===== src/rtl/tseq_pkg.sv =====
// Types and constants of the timestamp sorted event queue.
package tseq_pkg;

  localparam int QUEUE_DEPTH = 64;
  localparam int TIME_W      = 48;
  localparam int OCC_W       = 7;

  localparam logic ACT_INSERT  = 1'b0;
  localparam logic ACT_RELEASE = 1'b1;

  localparam logic [1:0] STATUS_ACCEPTED = 2'd0;
  localparam logic [1:0] STATUS_DROPPED  = 2'd1;
  localparam logic [1:0] STATUS_DUE      = 2'd2;
  localparam logic [1:0] STATUS_NONE_DUE = 2'd3;

  typedef struct packed {
    logic               action;
    logic [TIME_W-1:0]  event_time;
    logic [6:0]         note;
    logic [1:0]         voice_kind;
    logic [22:0]        duration_ticks;
    logic [15:0]        level;
    logic signed [15:0] pan_pos;
  } tseq_in_t;

  typedef struct packed {
    logic [1:0]         status;
    logic [TIME_W-1:0]  out_time;
    logic [6:0]         out_note;
    logic [1:0]         out_kind;
    logic [22:0]        out_duration;
    logic [15:0]        out_level;
    logic signed [15:0] out_pan;
    logic [OCC_W-1:0]   occupancy;
    logic               last_of_run;
  } tseq_out_t;

  // One stored event.
  typedef struct packed {
    logic [TIME_W-1:0]  event_time;
    logic [6:0]         note;
    logic [1:0]         voice_kind;
    logic [22:0]        duration_ticks;
    logic [15:0]        level;
    logic signed [15:0] pan_pos;
  } tseq_entry_t;

  // Broadcast to every cell of the chain.
  typedef struct packed {
    logic        ins;
    logic        pop;
    tseq_entry_t new_entry;
  } tseq_ctrl_t;

endpackage


===== src/rtl/tseq_cell.sv =====
// One slot of the sorted chain: holds an event, shifts right on insert, left on pop.
module tseq_cell (
  input  logic                 clk_i,
  input  tseq_pkg::tseq_ctrl_t  ctrl_i,
  input  tseq_pkg::tseq_entry_t left_i,
  input  tseq_pkg::tseq_entry_t right_i,
  input  logic                 occ_i,
  input  logic                 left_gt_i,
  output tseq_pkg::tseq_entry_t entry_o,
  output logic                 gt_o
);
  import tseq_pkg::*;

  tseq_entry_t entry_q, entry_d;

  // Stored event is later than the incoming one: it must move right.
  assign gt_o = occ_i && (entry_q.event_time > ctrl_i.new_entry.event_time);

  always_comb begin
    entry_d = entry_q;
    if (ctrl_i.ins) begin
      if (left_gt_i) begin
        entry_d = left_i;
      end else if (gt_o || !occ_i) begin
        entry_d = ctrl_i.new_entry;
      end
    end else if (ctrl_i.pop) begin
      entry_d = right_i;
    end
  end

  always_ff @(posedge clk_i) begin
    entry_q <= entry_d;
  end

  assign entry_o = entry_q;

endmodule


===== config.mk =====
export PLATFORM = sky130hd
export DESIGN_NAME = tseq_cell
export DESIGN_NICKNAME = d
export VERILOG_FILES = /design/src/rtl/tseq_pkg.sv /design/src/rtl/tseq_cell.sv
export SDC_FILE = /design/constraint.sdc
export NUM_CORES = 1
export LEC_CHECK = 0
export ABC_AREA = 1
export ABC_CLOCK_PERIOD_IN_PS = 11700
export BUFFER_PORTS_ARGS = -buffer_cell sky130_fd_sc_hd__buf_2
export CAP_MARGIN = 20
export CELL_PAD_IN_SITES_DETAIL_PLACEMENT = 1
export CELL_PAD_IN_SITES_GLOBAL_PLACEMENT = 2
export CORE_ASPECT_RATIO = 0.75
export CORE_UTILIZATION = 24
export CTS_BUF_LIST = sky130_fd_sc_hd__clkbuf_8 sky130_fd_sc_hd__clkbuf_16
export CTS_CLUSTER_DIAMETER = 200
export DETAILED_ROUTE_END_ITERATION = 10
export PLACE_DENSITY_LB_ADDON = 0.25
export SYNTH_ARGS = -nofsm -noshare
export SYNTH_HDL_FRONTEND = slang
export SYNTH_SLANG_ARGS = --single-unit

===== constraint.sdc =====
create_clock -name clk_i -period 11.7 [get_ports clk_i]
set_clock_uncertainty 0.2 [all_clocks]
set_input_delay 2.34 -clock clk_i [delete_from_list [all_inputs] [get_ports clk_i]]
set_output_delay 2.34 -clock clk_i [all_outputs]
set_load 0.05 [all_outputs]

**Word-level counts from Yosys, hierarchy flattened**

Cells that the tools add are included.

- Output and inout port bits: 113
- Register bits: 112
- Input port bits: 341

- Reductions and logical operators: 5
- Multiplexer cells: 4
- Equal/unequal tests: 1
- Magnitude comparators: 1

Operators with widths:

| cell | count |
|---|---|
| $mux W112 | 4 |
| $gt A48 B48 Y1 | 1 |
| $ne A3 B1 Y1 const B | 1 |
| $reduce_and A2 Y1 | 1 |
| $reduce_bool A2 Y1 | 1 |
| $logic_and A1 B1 Y1 | 1 |
| $logic_not A1 Y1 | 1 |
| $logic_or A1 B1 Y1 | 1 |

**Longest topological paths before layout**

- Word-level depth: 6
- Depth in mapped cells: 15
- Gate-level depth less buffers: 15

**Worst setup path after synthesis**

No wires, ideal clock.

- Path kind: in2reg
- From: input port ctrl_i[111] in the netlist's numbering
- To: register entry_q, in the netlist entry_o[0], enable pin
- Setup time: 0.510 ns
- Arrival: 6.532 ns
- Stages: 12
- Setup slack: 4.457 ns
- Cells stage by stage: inv_1 > ha_1 > nand2_2 > nor2_4 > nand2_2 > nor2_2 > inv_1 > nor2_2 > nand2_1 > nand3_2 > nand2_2 > a21oi_2

- Word-level cells in the longest chain between the ends: 5

RTL lines:

| what | line | text |
|---|---|---|
| start: declaration | tseq_cell.sv:4 | `input tseq_pkg::tseq_ctrl_t ctrl_i,` |
| $gt A48 B48 Y1 | tseq_cell.sv:17 | `assign gt_o = occ_i && (entry_q.event_time > ctrl_i.new_entry.event_time);` |
| $logic_and A1 B1 Y1 | tseq_cell.sv:17 |  |
| $logic_or A1 B1 Y1 | tseq_cell.sv:24 | `end else if (gt_o \|\| !occ_i) begin` |
| $ne A3 B1 Y1 (no line) | - |  |
| $reduce_and A2 Y1 (no line) | - |  |
| end signal: assignment | tseq_cell.sv:33 | `entry_q <= entry_d;` |
| end: declaration | tseq_cell.sv:14 | `tseq_entry_t entry_q, entry_d;` |

Every way passes these cells.
A chain may end at the register's enable or synchronous reset.

**Worst setup path in the final report**

- From: input port ctrl_i[103] in the netlist's numbering
- To: output port gt_o

- Word-level cells in the longest chain between the ends: 2

RTL lines:

| what | line | text |
|---|---|---|
| $gt A48 B48 Y1 | tseq_cell.sv:17 |  |
| $logic_and A1 B1 Y1 | tseq_cell.sv:17 |  |
| end: declaration | tseq_cell.sv:10 | `output logic gt_o` |

Every way passes these cells.

==> impl_metrics.json <==
{
  "outcome": "completed",
  "synth_cell_types": 26,
  "cp_max_fo": 2,
  "slowest_delay_ns": 0.29,
  "cap_viol_max_count": 0,
  "tns_ns": 0,
  "cp_num_cells": 14,
  "grt_pass1_wl_um": 45700,
  "synth_top_area_cell": "edfxtp_1",
  "final_max_slew_viol_count": 0,
  "maxSlewHeadroom_pct": 32.5,
  "setup_viol": 0,
  "use_met1_pct": 23.8,
  "intPower_w": 0.000783,
  "final_antenna_net_count": 0,
  "grt_pass1_vias": 7781,
  "worstMarginPinSlew_ns": 1.01,
  "startpoint": "ctrl_i[103]",
  "wl_um": 31200,
  "crit_type": "input port to output port",
  "initial_core_util_pct": 24.6,
  "grt_overflow": 0,
  "gp_congestion": 0.786,
  "grt_max_degree": 72,
  "ys_ff_latch": 112,
  "worstPathRequired_ns": 9.16,
  "rr_worst_depth": 13,
  "drc_errors": 0,
  "path_clk_slew_ns": 0.08,
  "vias_per_cell": 4.45,
  "root_buffer": "clkbuf_16",
  "top_usage_layer": "met2",
  "p_comb_share_pct": 33.0,
  "min_period_ns": 6.55,
  "fin_crit_sh_pct": 56.0,
  "clk-insertion-delay-late_ns": 0.37,
  "hold_viol": 0,
  "yosys.area.top_type_share_pct": 48.6,
  "syn_avg_cell_area_um2": 8.27,
  "max_freq_mhz": 153,
  "pre_cts_ws_ns": 5.07,
  "drive_gt1_share_pct": 39.5,
  "cts_buffer_depth": 2,
  "synthArstFlopShare_pct": 0,
  "switching_share_pct": 38.0,
  "cts_resized": 0,
  "postCtsHoldBufs": 0,
  "startpoint_type": "input port",
  "largest_register_ffs": 112,
  "cp.buffers_inverters": 4,
  "r2r-start": "entry_o[103]",
  "crit_arrival_ns": 4.01,
  "slowest_stage": "ha_1",
  "rr_endpoint": "entry_o[61]",
  "dpl.hpwl_um": 24000,
  "postCtsSetupRepairBufs": 0,
  "grt_setup_unrepaired": "no",
  "ys.flop_type": "edfxtp_1",
  "dieArea_um2": 29500,
  "vias": 7360,
  "cts_buffers": 9,
  "antenna_found_initial": 9,
  "cts.sinks": 112,
  "ys_warn_count": 0,
  "crit_family": "simple AND/OR/NAND/NOR gates",
  "drtIter0Drc": 228,
  "nNetsFinal": 1649,
  "synth_edf_count": 112,
  "wire_per_inst_um": 18.9,
  "netlist_area_um2": 6920,
  "cts_tree": "built",
  "seq_area_frac_synth_pct": 48.6,
  "grtUsageMet3_pct": 8.14,
  "rrSetupSlack_ns": 7.34,
  "dr.pass1.iters": 6,
  "crit_top_cell": "nor2_2",
  "cts_htree_levels": 3,
  "p_leak_nw": 4.82,
  "power_frac_seq_pct": 40.6,
  "netlist_top_cells_count": "nand2_1 (168), o21ai_1 (138), nor2_1 (122), edfxtp_1 (112), o21ai_0 (89)",
  "die_h_um": 149,
  "rows": 53,
  "power_density_nw_per_um2": 128,
  "grt_usage_pct": 20.8,
  "p_switching_w": 0.000479,
  "io_pins": 454,
  "die_w_um": 198,
  "gr-usage-met2_pct": 36.4,
  "worst_slack_ns": 5.15,
  "coreArea_um2": 28200,
  "synth.area.top_cells": "edfxtp_1 (49%), o21ai_1 (10%), nand2_1 (9.1%)",
  "cp-endpoint": "gt_o",
  "syn_inst": 837,
  "endpoint_kind": "output port",
  "synth_most_common_cell": "nand2_1",
  "vdd_drop_max_v": 0.0000650,
  "area_growth_pct": 42.0,
  "syn_nets": 1226,
  "worst_hold_path_type": "flop to flop",
  "clkPwrFrac_pct": 26.4,
  "path_cells": "buf_2 -> inv_1 -> ha_1 -> nand2_1 -> nor2_2 -> nand3_2 -> nor2_2 -> inv_1 -> nor2_2 -> nand2_1 -> nand3_2 -> nand2_2 -> nor2_1 -> buf_2",
  "place.port_buffers": 453
}
-- cell type report --
class | instances | area, um2
clock inverters | 7 | 70.1
inverters | 68 | 260
multi-input cells | 609 | 3090
clock buffers | 9 | 225
flip-flops and latches | 112 | 3360
fillers | 3538 | 18400
diodes | 4 | 10.0
repair buffers | 460 | 2320
well taps | 385 | 482
-- stage by stage --
stage          total power (W)  area (um2)  cells  hold slack, ns  util (%)
3_5_place_dp          0.000943        9520   1634            1.28      33.8
2_1_floorplan         0.000793        6920    837            2.18         -
5_1_grt                0.00133        9820   1651            1.39      34.9
6_report               0.00126        9830   1654            1.24      34.9
3_3_place_gp          0.000939        9520   1634            1.26      33.8
4_1_cts                0.00129        9820   1650            1.31      34.8
-- layer usage --
layer	vias up	share of wire (%)
met5	-	0.21
met4	10	1.4
met3	36	8.3
met2	226	50
met1	3410	41
li1	3678	-
-- how the worst min path moves through the flow --
stage | start | end | slack, ns | depth (start not counted)
2_1_floorplan | entry_o[64] | entry_o[0] | 2.18 | 7
3_3_place_gp | entry_o[72] | entry_o[41] | 1.26 | 8
3_5_place_dp | entry_o[72] | entry_o[41] | 1.28 | 8
4_1_cts | entry_o[72] | entry_o[45] | 1.31 | 8
5_1_grt | entry_o[96] | entry_o[41] | 1.39 | 7
6_report | entry_o[72] | entry_o[41] | 1.24 | 8
-- cells by family (layout without fill, tap and decap cells) --
kind of cell,after synthesis,in the layout,share of synthesized area (%)
compound gates,251,251,18.3
other cells,0,4,0
buf+inv,116,544,6.81
simple gates,310,310,17.6
fa+ha+maj,48,48,8.68
flops,112,112,48.6
-- worst min-delay path: cells and delay by family, from the launching register on --
kind / cells / cell delay [ns]
simple gates: 6 / 0.50
fa+ha+maj: 1 / 0.12
compound gates: 1 / 0.24
flops: 1 / 0.35
-- cell usage in the layout (no fill, tap or decap), drive strengths merged --
cell type / count
buf: 460
o21ai: 227
nand2: 172
nor2: 128
edfxtp: 112
inv: 69
ha: 48
a21oi: 21
clkbuf: 9
nand3: 7
clkinv: 5
diode: 4
nor3: 2
o21a: 2
a21o: 1
nand4: 1
bufinv: 1
-- power by group through the flow --
stage	logic [W]	clock network, W	registers, W
after CTS	0.000424	0.000349	0.000513
after global placement	0.000419	0	0.000520
after global routing	0.000453	0.000358	0.000517
after floorplan	0.000120	0	0.000673
final	0.000417	0.000333	0.000512
after detailed placement	0.000422	0	0.000521
Power figures use the tool's default switching activity.
